**src/sv/lfr_pkg.sv**
```systemverilog
`timescale 1ns / 1ps
`default_nettype none
// ----------------------------------------------------------------------------
// lfr_pkg
// shared types and constants of the link fragment reassembler
// ----------------------------------------------------------------------------
package lfr_pkg;

  localparam int BUF_DEPTH = 256;
  localparam int BUF_AW    = $clog2(BUF_DEPTH);
  localparam int LEN_W     = 9;

  typedef enum logic [1:0] {
    OP_RECV  = 2'd0,
    OP_READ  = 2'd1,
    OP_CLEAR = 2'd2,
    OP_NONE  = 2'd3
  } opcode_t;

  typedef enum logic [1:0] {
    ST_PARTIAL  = 2'd0,
    ST_COMPLETE = 2'd1,
    ST_OVERFLOW = 2'd2,
    ST_READ     = 2'd3
  } status_t;

  localparam logic CFG_BEGIN_MASK = 1'b0;
  localparam logic CFG_END_MASK   = 1'b1;

endpackage
`default_nettype wire

```
**src/sv/lfr_ram.sv**
```systemverilog
`timescale 1ns / 1ps
`default_nettype none
// ----------------------------------------------------------------------------
// lfr_ram
// generic single-write, single-read ram with registered read data
// ----------------------------------------------------------------------------
module lfr_ram #(
  parameter int WIDTH = 8,
  parameter int DEPTH = 256
) (
  input  wire logic                     clk,
  input  wire logic                     we,
  input  wire logic [$clog2(DEPTH)-1:0] waddr,
  input  wire logic [WIDTH-1:0]         wdata,
  input  wire logic                     re,
  input  wire logic [$clog2(DEPTH)-1:0] raddr,
  output logic      [WIDTH-1:0]         rdata
);

  logic [WIDTH-1:0] mem [DEPTH];

  always_ff @(posedge clk) begin
    if (we) begin
      mem[waddr] <= wdata;
    end
    if (re) begin
      rdata <= mem[raddr];
    end
  end

endmodule
`default_nettype wire

```
**src/sv/link_fragment_reassembler_unit.sv**
```systemverilog
`timescale 1ns / 1ps
`default_nettype none
// ----------------------------------------------------------------------------
// link_fragment_reassembler_unit
// rebuilds messages from begin/end flagged link packets, one byte per item
// ----------------------------------------------------------------------------
// One transaction per clock is accepted and one result per clock can leave
// while out_ready does not stall the output. Each item updates the fill count
// and the packet flags in the cycle it is accepted and writes at most one byte
// into a 256 x 8 message ram; the result passes through stage 1 (with the
// registered ram read) and then the output register to the out_ port. Bytes of
// opcode 0 that do not end a packet, clears and opcode 3 give no result. The ram
// is not cleared after reset: reading a never-written position returns arbitrary
// data. The flag masks may only be written while the block is idle.
module link_fragment_reassembler_unit
  import lfr_pkg::*;
(
  input  wire logic             clk,
  input  wire logic             rst_n,
  // configuration
  input  wire logic             cfg_we,
  input  wire logic             cfg_index,
  input  wire logic [7:0]       cfg_wdata,
  // input transactions
  input  wire logic             in_valid,
  output logic                  in_ready,
  input  wire logic [1:0]       in_opcode,
  input  wire logic [7:0]       in_data_byte,
  input  wire logic             in_is_header,
  input  wire logic             in_is_last,
  input  wire logic [7:0]       in_read_index,
  // result transactions
  output logic                  out_valid,
  input  wire logic             out_ready,
  output logic      [1:0]       out_status,
  output logic      [LEN_W-1:0] out_message_length,
  output logic      [7:0]       out_read_byte
);

  // configuration registers
  logic [7:0] begin_mask_r;
  logic [7:0] end_mask_r;

  // reassembly state
  logic [LEN_W-1:0] fill_r, fill_nxt;
  logic             ends_r, ends_nxt;
  logic             drop_r, drop_nxt;

  // stage 1: result waiting for ram read data
  logic             s1_valid_r, s1_valid_nxt;
  status_t          s1_status_r, s1_status_nxt;
  logic [LEN_W-1:0] s1_len_r, s1_len_nxt;

  // output register
  logic             out_valid_r;
  status_t          out_status_r;
  logic [LEN_W-1:0] out_len_r;
  logic [7:0]       out_byte_r;

  logic             in_fire;
  logic             s1_adv;
  opcode_t          op;

  // ram controls
  logic             ram_we;
  logic             ram_re;
  logic [7:0]       ram_rdata;
  logic             drop_tmp;

  assign op       = opcode_t'(in_opcode);
  // stage 1 moves on whenever the output register is free or being emptied
  assign s1_adv   = !out_valid_r || out_ready;
  assign in_ready = !s1_valid_r || s1_adv;
  assign in_fire  = in_valid && in_ready;

  // --------------------------------------------------------------------------
  // per-item update: flags, fill count, ram write and result code
  // --------------------------------------------------------------------------
  always_comb begin
    fill_nxt      = fill_r;
    ends_nxt      = ends_r;
    drop_nxt      = drop_r;
    drop_tmp      = drop_r;
    ram_we        = 1'b0;
    ram_re        = 1'b0;
    s1_valid_nxt  = 1'b0;
    s1_status_nxt = ST_PARTIAL;
    s1_len_nxt    = '0;
    if (in_fire) begin
      unique case (op)
        OP_READ: begin
          ram_re        = 1'b1;
          s1_valid_nxt  = 1'b1;
          s1_status_nxt = ST_READ;
          s1_len_nxt    = fill_r;
        end
        OP_CLEAR: begin
          fill_nxt = '0;
        end
        OP_RECV: begin
          if (in_is_header) begin
            // header: begin flag restarts the message, end flag arms completion
            if ((in_data_byte & begin_mask_r) != 8'd0) begin
              fill_nxt = '0;
            end
            ends_nxt = (in_data_byte & end_mask_r) != 8'd0;
            drop_tmp = 1'b0;
          end else if (!drop_r) begin
            if (fill_r[LEN_W-1]) begin
              // buffer full: restart and drop the rest of this packet
              fill_nxt = '0;
              drop_tmp = 1'b1;
            end else begin
              ram_we   = 1'b1;
              fill_nxt = fill_r + LEN_W'(1);
            end
          end
          drop_nxt = drop_tmp;
          if (in_is_last) begin
            s1_valid_nxt = 1'b1;
            drop_nxt     = 1'b0;
            if (drop_tmp) begin
              s1_status_nxt = ST_OVERFLOW;
            end else if (ends_nxt) begin
              s1_status_nxt = ST_COMPLETE;
              s1_len_nxt    = fill_nxt;
            end else begin
              s1_status_nxt = ST_PARTIAL;
            end
          end
        end
        default: begin
          // unused opcode, ignored
        end
      endcase
    end
  end

  lfr_ram #(
    .WIDTH (8),
    .DEPTH (BUF_DEPTH)
  ) u_ram (
    .clk   (clk),
    .we    (ram_we),
    .waddr (fill_r[BUF_AW-1:0]),
    .wdata (in_data_byte),
    .re    (ram_re),
    .raddr (in_read_index[BUF_AW-1:0]),
    .rdata (ram_rdata)
  );

  // --------------------------------------------------------------------------
  // registers
  // --------------------------------------------------------------------------
  always_ff @(posedge clk) begin
    if (!rst_n) begin
      begin_mask_r <= 8'd1;
      end_mask_r   <= 8'd2;
    end else if (cfg_we) begin
      unique case (cfg_index)
        CFG_BEGIN_MASK: begin_mask_r <= cfg_wdata;
        CFG_END_MASK:   end_mask_r   <= cfg_wdata;
        default:        ;
      endcase
    end
  end

  always_ff @(posedge clk) begin
    if (!rst_n) begin
      fill_r <= '0;
      ends_r <= 1'b0;
      drop_r <= 1'b0;
    end else begin
      fill_r <= fill_nxt;
      ends_r <= ends_nxt;
      drop_r <= drop_nxt;
    end
  end

  // stage 1 holds while stalled; ram read data holds too since re is tied to accept
  always_ff @(posedge clk) begin
    if (!rst_n) begin
      s1_valid_r <= 1'b0;
    end else if (in_ready) begin
      s1_valid_r <= s1_valid_nxt;
    end
  end

  always_ff @(posedge clk) begin
    if (in_fire) begin
      s1_status_r <= s1_status_nxt;
      s1_len_r    <= s1_len_nxt;
    end
  end

  always_ff @(posedge clk) begin
    if (!rst_n) begin
      out_valid_r <= 1'b0;
    end else if (s1_adv) begin
      out_valid_r <= s1_valid_r;
    end
  end

  always_ff @(posedge clk) begin
    if (s1_adv && s1_valid_r) begin
      out_status_r <= s1_status_r;
      out_len_r    <= s1_len_r;
      out_byte_r   <= (s1_status_r == ST_READ) ? ram_rdata : 8'd0;
    end
  end

  assign out_valid          = out_valid_r;
  assign out_status         = out_status_r;
  assign out_message_length = out_len_r;
  assign out_read_byte      = out_byte_r;

  // --------------------------------------------------------------------------
  // assertions
  // --------------------------------------------------------------------------
  a_fill_bound : assert property (@(posedge clk) disable iff (!rst_n)
    fill_r <= LEN_W'(BUF_DEPTH))
    else $error("fill count above buffer depth");

  a_len_zero : assert property (@(posedge clk) disable iff (!rst_n)
    out_valid_r && (out_status_r == ST_PARTIAL || out_status_r == ST_OVERFLOW)
      |-> out_len_r == '0)
    else $error("nonzero length on partial or overflow result");

  a_byte_zero : assert property (@(posedge clk) disable iff (!rst_n)
    out_valid_r && out_status_r != ST_READ |-> out_byte_r == 8'd0)
    else $error("read byte set on a non-read result");

  a_no_drop_after_last : assert property (@(posedge clk) disable iff (!rst_n)
    in_fire && op == OP_RECV && in_is_last |=> !drop_r)
    else $error("dropping state survived the end of a packet");

endmodule
`default_nettype wire

```
**config.mk**
```make
export PLATFORM = sky130hd
export DESIGN_NAME = link_fragment_reassembler_unit
export DESIGN_NICKNAME = d
export VERILOG_FILES = /design/src/sv/lfr_pkg.sv /design/src/sv/lfr_ram.sv /design/src/sv/link_fragment_reassembler_unit.sv
export SDC_FILE = /design/constraint.sdc
export NUM_CORES = 2
export LEC_CHECK = 0
export CAP_MARGIN = 30
export CORE_MARGIN = 1.5
export CORE_UTILIZATION = 55
export CTS_BUF_LIST = sky130_fd_sc_hd__clkbuf_8 sky130_fd_sc_hd__clkbuf_16
export CTS_CLUSTER_SIZE = 10
export DETAILED_ROUTE_END_ITERATION = 7
export DONT_BUFFER_PORTS = 1
export GPL_TIMING_DRIVEN = 0
export PLACE_DENSITY = 0.7
export SYNTH_ARGS = -nofsm -noshare
export SYNTH_HDL_FRONTEND = slang
export SYNTH_SLANG_ARGS = --single-unit
```
**constraint.sdc**
```tcl
create_clock -name clk -period 5.05 [get_ports clk]
set_input_delay 0 -clock clk [delete_from_list [all_inputs] [get_ports clk]]
set_output_delay 0 -clock clk [all_outputs]
set_load 0.1 [all_outputs]
```
* Word-level counts from Yosys, hierarchy flattened
Memory sizes are Yosys's and may differ from the RTL's. A register that Yosys moved wholly into a read port is not among the register bits.
Index checks and enable logic that the tools add are counted.
W data, S select, Z words.
** Storage, ports and cells
- Logic and storage cells :: 68
- Memory bits (writable) :: 2048
- Output and inout port bits :: 21
- Register bits :: 59
- Memories kept :: 1
- Input bits :: 34
** Memory list
- u_ram.mem :: depth 256, width 8, read ports 1, clocked after memory_dff 1, write ports 1, RTL line lfr_ram.sv:20 : logic [WIDTH-1:0] mem [DEPTH];
** Operators by class
- Bitwise gates (word level) :: 3
- Muxes and demuxes :: 34
- Equal/unequal tests :: 3
- Add/subtract/negate cells :: 1
- Reduce and logical (&&, ||, !) cells :: 14
** Operator list (count)
- $mux W9 :: 7
- $pmux W9 S2 :: 2
- $mux W1 :: 21
- $and A8 B8 Y8 :: 2
- $reduce_bool A8 Y1 :: 2
- $add A9 B1 Y9 const B :: 1
- $reduce_and A2 Y1 :: 4
- $eq A2 B2 Y1 const B :: 2
- $mux W2 :: 2
- $pmux W2 S2 :: 1
- $eq A2 B1 Y1 const B :: 1
- $logic_and A1 B1 Y1 :: 2
- $logic_not A1 Y1 :: 2
- $logic_not A2 Y1 :: 1
- $logic_or A1 B1 Y1 :: 2
- $pmux W1 S2 :: 1
- $reduce_bool A2 Y1 :: 1
- $not A1 Y1 :: 1

* Depth between registers and ports, before layout
- Depth in word-level cells :: 9
- Mapped depth :: 12
- Depth with buffers taken out :: 7

* Cells and area by module
Synthesis repeated with hierarchy kept, for this count alone.
** Unflattened totals
- Cells, all modules :: 4005
- Area, all modules :: 82317.7 um^2
** Modules (own cells, without submodules)
- lfr_ram :: cells an instance 3733, sequential area each 61739.2 um^2, times used 1, area an instance 79636.4 um^2
- link_fragment_reassembler_unit :: cells an instance 272, sequential area each 1481.4 um^2, times used 1, area an instance 2681.3 um^2

* Least setup slack after synthesis
OpenSTA, ideal clock, no wires.
- Path kind :: reg2reg
- From :: reg out_valid_r (netlist: out_valid)
- To :: mem u_ram.mem[160][0], enable pin
- Arrival time :: 3485 ps
- Clock period less this slack :: 3855 ps
- Buffers on the path :: 2
- Data required time :: 4680 ps
- Setup time :: 370 ps
- Stages on the path, launching flop included :: 9
- Slack :: 1195 ps
- Cells stage by stage :: dfxtp_1 > nand3b_1 > nor4bb_1 > clkbuf_1 > nand2_1 > nor3b_1 > nand2_1 > clkbuf_1 > nor2_1
** Between the ends
- Cells in the longest elaborated chain, start to end :: 7
** Ends and longest elaborated chain
- start, declared :: RTL line link_fragment_reassembler_unit.sv:55 : logic out_valid_r;
- start signal, assigned :: RTL line link_fragment_reassembler_unit.sv:200 : out_valid_r <= s1_valid_r;
- $logic_not A1 Y1 :: RTL line link_fragment_reassembler_unit.sv:72 : assign s1_adv = !out_valid_r || out_ready;
- $logic_or A1 B1 Y1 :: RTL line link_fragment_reassembler_unit.sv:72
- $logic_or A1 B1 Y1 :: RTL line link_fragment_reassembler_unit.sv:73 : assign in_ready = !s1_valid_r || s1_adv;
- net in_ready :: RTL line link_fragment_reassembler_unit.sv:26 : output logic in_ready,
- $logic_and A1 B1 Y1 :: RTL line link_fragment_reassembler_unit.sv:74 : assign in_fire = in_valid && in_ready;
- $mux W1 :: RTL line link_fragment_reassembler_unit.sv:89 : if (in_fire) begin
- $mux W1 :: RTL line lfr_ram.sv:23 : if (we) begin
- $mux W1 (implied by the code) :: RTL line lfr_ram.sv:24 : mem[waddr] <= wdata;
- end, declared :: RTL line lfr_ram.sv:20
The timed path passes the listed nets, and every way through them passes these cells.

* Worst setup path after layout
- From :: reg out_valid_r (netlist: out_valid)
- To :: mem u_ram.mem[207][7], enable pin
** Between the ends
- Cells in the longest elaborated chain, start to end :: 7
** Ends and longest elaborated chain (RTL line)
- $logic_not A1 Y1 :: link_fragment_reassembler_unit.sv:72
- $logic_or A1 B1 Y1 :: link_fragment_reassembler_unit.sv:72
- $logic_or A1 B1 Y1 :: link_fragment_reassembler_unit.sv:73
- $logic_and A1 B1 Y1 :: link_fragment_reassembler_unit.sv:74
- $mux W1 :: link_fragment_reassembler_unit.sv:89
- $mux W1 :: lfr_ram.sv:23
- $mux W1 (implied by the code) :: lfr_ram.sv:24
No other way between the ends.

==> flow_summary_export.csv <==
group,metric,value,unit
status,status,"finished, violations left",
status,violations,"hold timing, slew limit",
cells_and_area,layout-drive-gt1-share,23.5,%
setup_path,critPathLaunch,"out_valid",
clocking,path_clk_slew,0.05,ns
floorplan,die-area,152000,um2
min_path,hp-start,"in_data_byte[6]",
logic_synthesis,netlist_instances,3858,
logic_synthesis,synth_area,82500,um2
logic_synthesis,yosys_warnings,0,
setup_path,path_cells,"nand3b_1 -> nor4bb_1 -> clkbuf_1 -> nand2_1 -> nor3_4 -> nand3_1 -> clkbuf_1 -> nor2_1",
floorplan,die_h,390,um
setup_path,r2r_end,"u_ram.mem[207][7]",
timing,fin_ws,0.0131,ns
clocking,cts_tree,"done",
global_routing,track_usage,30.9,%
setup_path,crit_type,"reg2reg",
placement,dp_cells,5901,
route,drt-initial-drc-count,7356,
setup_path,reg2regPathDepth,8,
logic_synthesis,synth_fa_ha_area_share,0.0607,%
placement,io_buffers,0,
route,viasPerCell,6.84,
floorplan,io_pins,55,
cells_and_area,final_util,62.6,%
placement,place_hpwl,145000,um
logic_synthesis,synth_top_family_by_area,"multiplexers",
timing,drv_slew,60,
logic_synthesis,synth_edf_count,2086,
timing,hold-worst-slack,-0.0205,ns
route,drcViolationCount,0,
logic_synthesis,synth_compound_area_share,2.44,%
logic_synthesis,ys.flop_type,"edfxtp_1",
placement,gp_congestion,0.926,
route,drt-pass1-iter-count,7,
logic_synthesis,async_reset_ff_share,0,%
setup_path,required,5.52,ns
logic_synthesis,synth-xor-area-share,0,%
floorplan,start_util,55.6,%
setup_path,worstSetupStartpointType,"flip-flop",
logic_synthesis,yosys-mux-area-fraction,16.3,%
min_path,min_to,"u_ram.mem[214][6]",
cells_and_area,nNetsFinal,4250,
min_path,hp-class,"in2reg",
setup_path,r2r-start,"out_valid",
global_routing,first_global_vias,41900,
cells_and_area,layoutNonFillerInstCount,6267,
clocking,clkLatencyLatePin,0.87,ns
global_routing,grt_pass1_wl,322000,um
logic_synthesis,seq_area_frac_synth,76.6,%
clocking,clock-root-buffer,"clkbuf_16",
route,wl_per_cell,37.1,um
power,irDropWorstVdd,445,uV
route,via_count,42900,
cells_and_area,area_delta_synth_final,12.7,%
timing,slew_headroom,-5.15,%
timing,max_slew.worst_pin.slew,1.58,ns
setup_path,path_max_fanout,10,
timing,hold_viol_final,13,
setup_path,cp.arrival,5.51,ns
route,antenna_left,0,
timing,setup_viol,0,
route,wirelength,233000,um
placement,dp_slack,-0.0673,ns
clocking,cts_sinks,2115,
logic_synthesis,syn_area_per_cell,21.4,um2
global_routing,antenna_found_initial,13,
setup_path,path_common_cell,"clkbuf_1",
power,p_leak,29.2,nW
timing,finClkSkew,0.0394,ns
min_path,holdPathStages,2,
cells_and_area,ff_latch_area,63200,um2
power,power_density,386,nW/um2
setup_path,crit_path_end_kind,"flip-flop",
run,drv_cap,0,
setup_path,rrSetupSlack,0.01,ns
clocking,clockBufferDepth,3,
cells_and_area,multi_input_area,18000,um2
timing,period_share,99.7,%
logic_synthesis,synth_nets,3896,
floorplan,dieWidth,390,um
timing,period_needed,5.04,ns
clocking,htreeDepth,4,
setup_path,cp_slowest_stage_delay,0.79,ns
setup_path,slowest_stage,"nor2_1",
timing,grt_setup_unrepaired,"true",
floorplan,rows,141,
logic_synthesis,ys_types,64,
floorplan,fp.coreArea,148000,um2
clocking,numCtsBuffers,230,
global_routing,grt_max_degree,259,
global_routing,overflow,0,
logic_synthesis,synthSimpleGateAreaFrac,2.90,%
logic_synthesis,ys_ff_latch,2115,
timing,fmax,0.199,GHz
cells_and_area,fillers,9915,
==> critical path, delay by kind of cell, from the launching register on <==
kind / cells / cell delay [ns]
buf+inv: 2 / 0.93
simple gates: 6 / 3.05
flops: 1 / 0.65
==> flip-flops by register name, indices dropped and copies added, names as in the netlist, 2 cells and up <==
| signal | count |
|---|---|
| end_mask_r | 8 |
| out_message_length | 9 |
| out_status | 2 |
| u_ram.mem | 2048 |
| begin_mask_r | 8 |
| out_read_byte | 8 |
| fill_r | 9 |
| u_ram.rdata | 8 |
| s1_status_r | 2 |
| s1_len_r | 9 |
==> worst max-delay path by stage <==
stage                                    to  cells after the start
after floorplan           u_ram.mem[160][0]                      8
after global placement    u_ram.mem[111][5]                      8
after detailed placement  u_ram.mem[197][6]                      8
after CTS                 u_ram.mem[200][2]                      8
after global routing      u_ram.mem[207][7]                      8
final                     u_ram.mem[207][7]                      8
==> cell usage after synthesis, types with 5 or more instances <==
library cell	count	area share (%)
a21o_1	7	0.064
edfxtp_1	2086	76
dfxtp_1	29	0.70
buf_8	11	0.20
buf_1	16	0.073
nor2b_1	16	0.12
o31ai_1	7	0.064
nor3_1	15	0.091
mux2_2	25	0.34
mux4_2	530	14
and3_1	21	0.16
a22o_1	22	0.23
nand3_1	27	0.16
a21oi_1	18	0.11
inv_1	10	0.046
a221o_1	7	0.085
buf_2	60	0.36
and2_1	5	0.038
buf_4	9	0.082
nand2b_1	10	0.076
o21ai_1	7	0.042
o22ai_1	26	0.20
o21ai_0	23	0.14
clkbuf_1	103	0.47
buf_6	23	0.31
nor2_1	296	1.3
a221oi_1	5	0.053
nand2_1	130	0.59
o221ai_1	49	0.52
a22oi_1	37	0.34
a21boi_0	19	0.17
a211oi_1	24	0.22
mux2i_1	125	1.5
==> final cells by class <==
class / instances / area share (%)
well taps: 2002 / 2.70
repair buffers: 122 / 1.86
multi-input cells: 1506 / 19.3
diodes: 4 / 0.0108
flip-flops and latches: 2115 / 68.0
inverters: 12 / 0.0485
clock inverters: 49 / 0.365
clock buffers: 232 / 6.25
plain buffers: 225 / 1.41
==> metrics by stage <==
stage          total power, W  cell area, um2  hold WS (ns)  setup TNS [ns]
2_1_floorplan          0.0206           82500        0.0989               0
3_3_place_gp           0.0212           85000         0.124        -1257.47
3_5_place_dp           0.0213           85700         0.152           -2.31
4_1_cts                0.0359           92700        0.0220               0
5_1_grt                0.0366           92900        0.0145           -6.05
6_report               0.0359           92900       -0.0205               0
==> layout by cell type (no fill, tap or decap), types with 24 or more instances in the layout <==
cell           Yosys  final
edfxtp_1        2086   2086
mux4_2           530    530
nor2_1           296    292
clkbuf_16          0    233
nand2_1          130    130
mux2i_1          125    125
clkbuf_1         103     92
buf_2             60     62
dlygate4sd3_1      0     60
o221ai_1          49     49
inv_1             10     43
a22oi_1           37     37
buf_8             11     34
buf_6             23     30
dfxtp_1           29     29
nand3_1           27     27
o22ai_1           26     26
mux2_2            25     25
a211oi_1          24     24
==> per-layer routing <==
layer  vias to the layer above  part of all wire (%)  track usage, %
li1                      16700                     -               -
met1                     22500                    37            43.7
met2                      3140                    47            47.0
met3                       486                    12            7.52
met4                         6                   4.1            12.4
met5                         -                 0.054               0
==> power breakdown <==
group	total [W]	switching [W]	internal, W	leakage (nW)
sequential	0.0194	0.0000360	0.0193	19.0
clock	0.0146	0.00648	0.00808	3.14
combinational	0.00196	0.00127	0.000689	7.03
==> cell families (layout without fill, tap and decap cells) <==
family          count (synthesis)  count (layout)
other cells                     0               4
fa+ha+maj                       4               4
flops                        2115            2115
mux                           680             680
buf+inv                       237             640
compound gates                271             271
simple gates                  551             551
==> repair_timing <==
item / 4_1_cts / 5_1_grt
hold endpoints to repair: 2138 / 0
hold buffers: 69 / 0
setup buffers: 0 / 0
resized for setup: 3 / 2
endpoints found under the setup margin: 66 / 64
(Power assumes the default switching activity.)
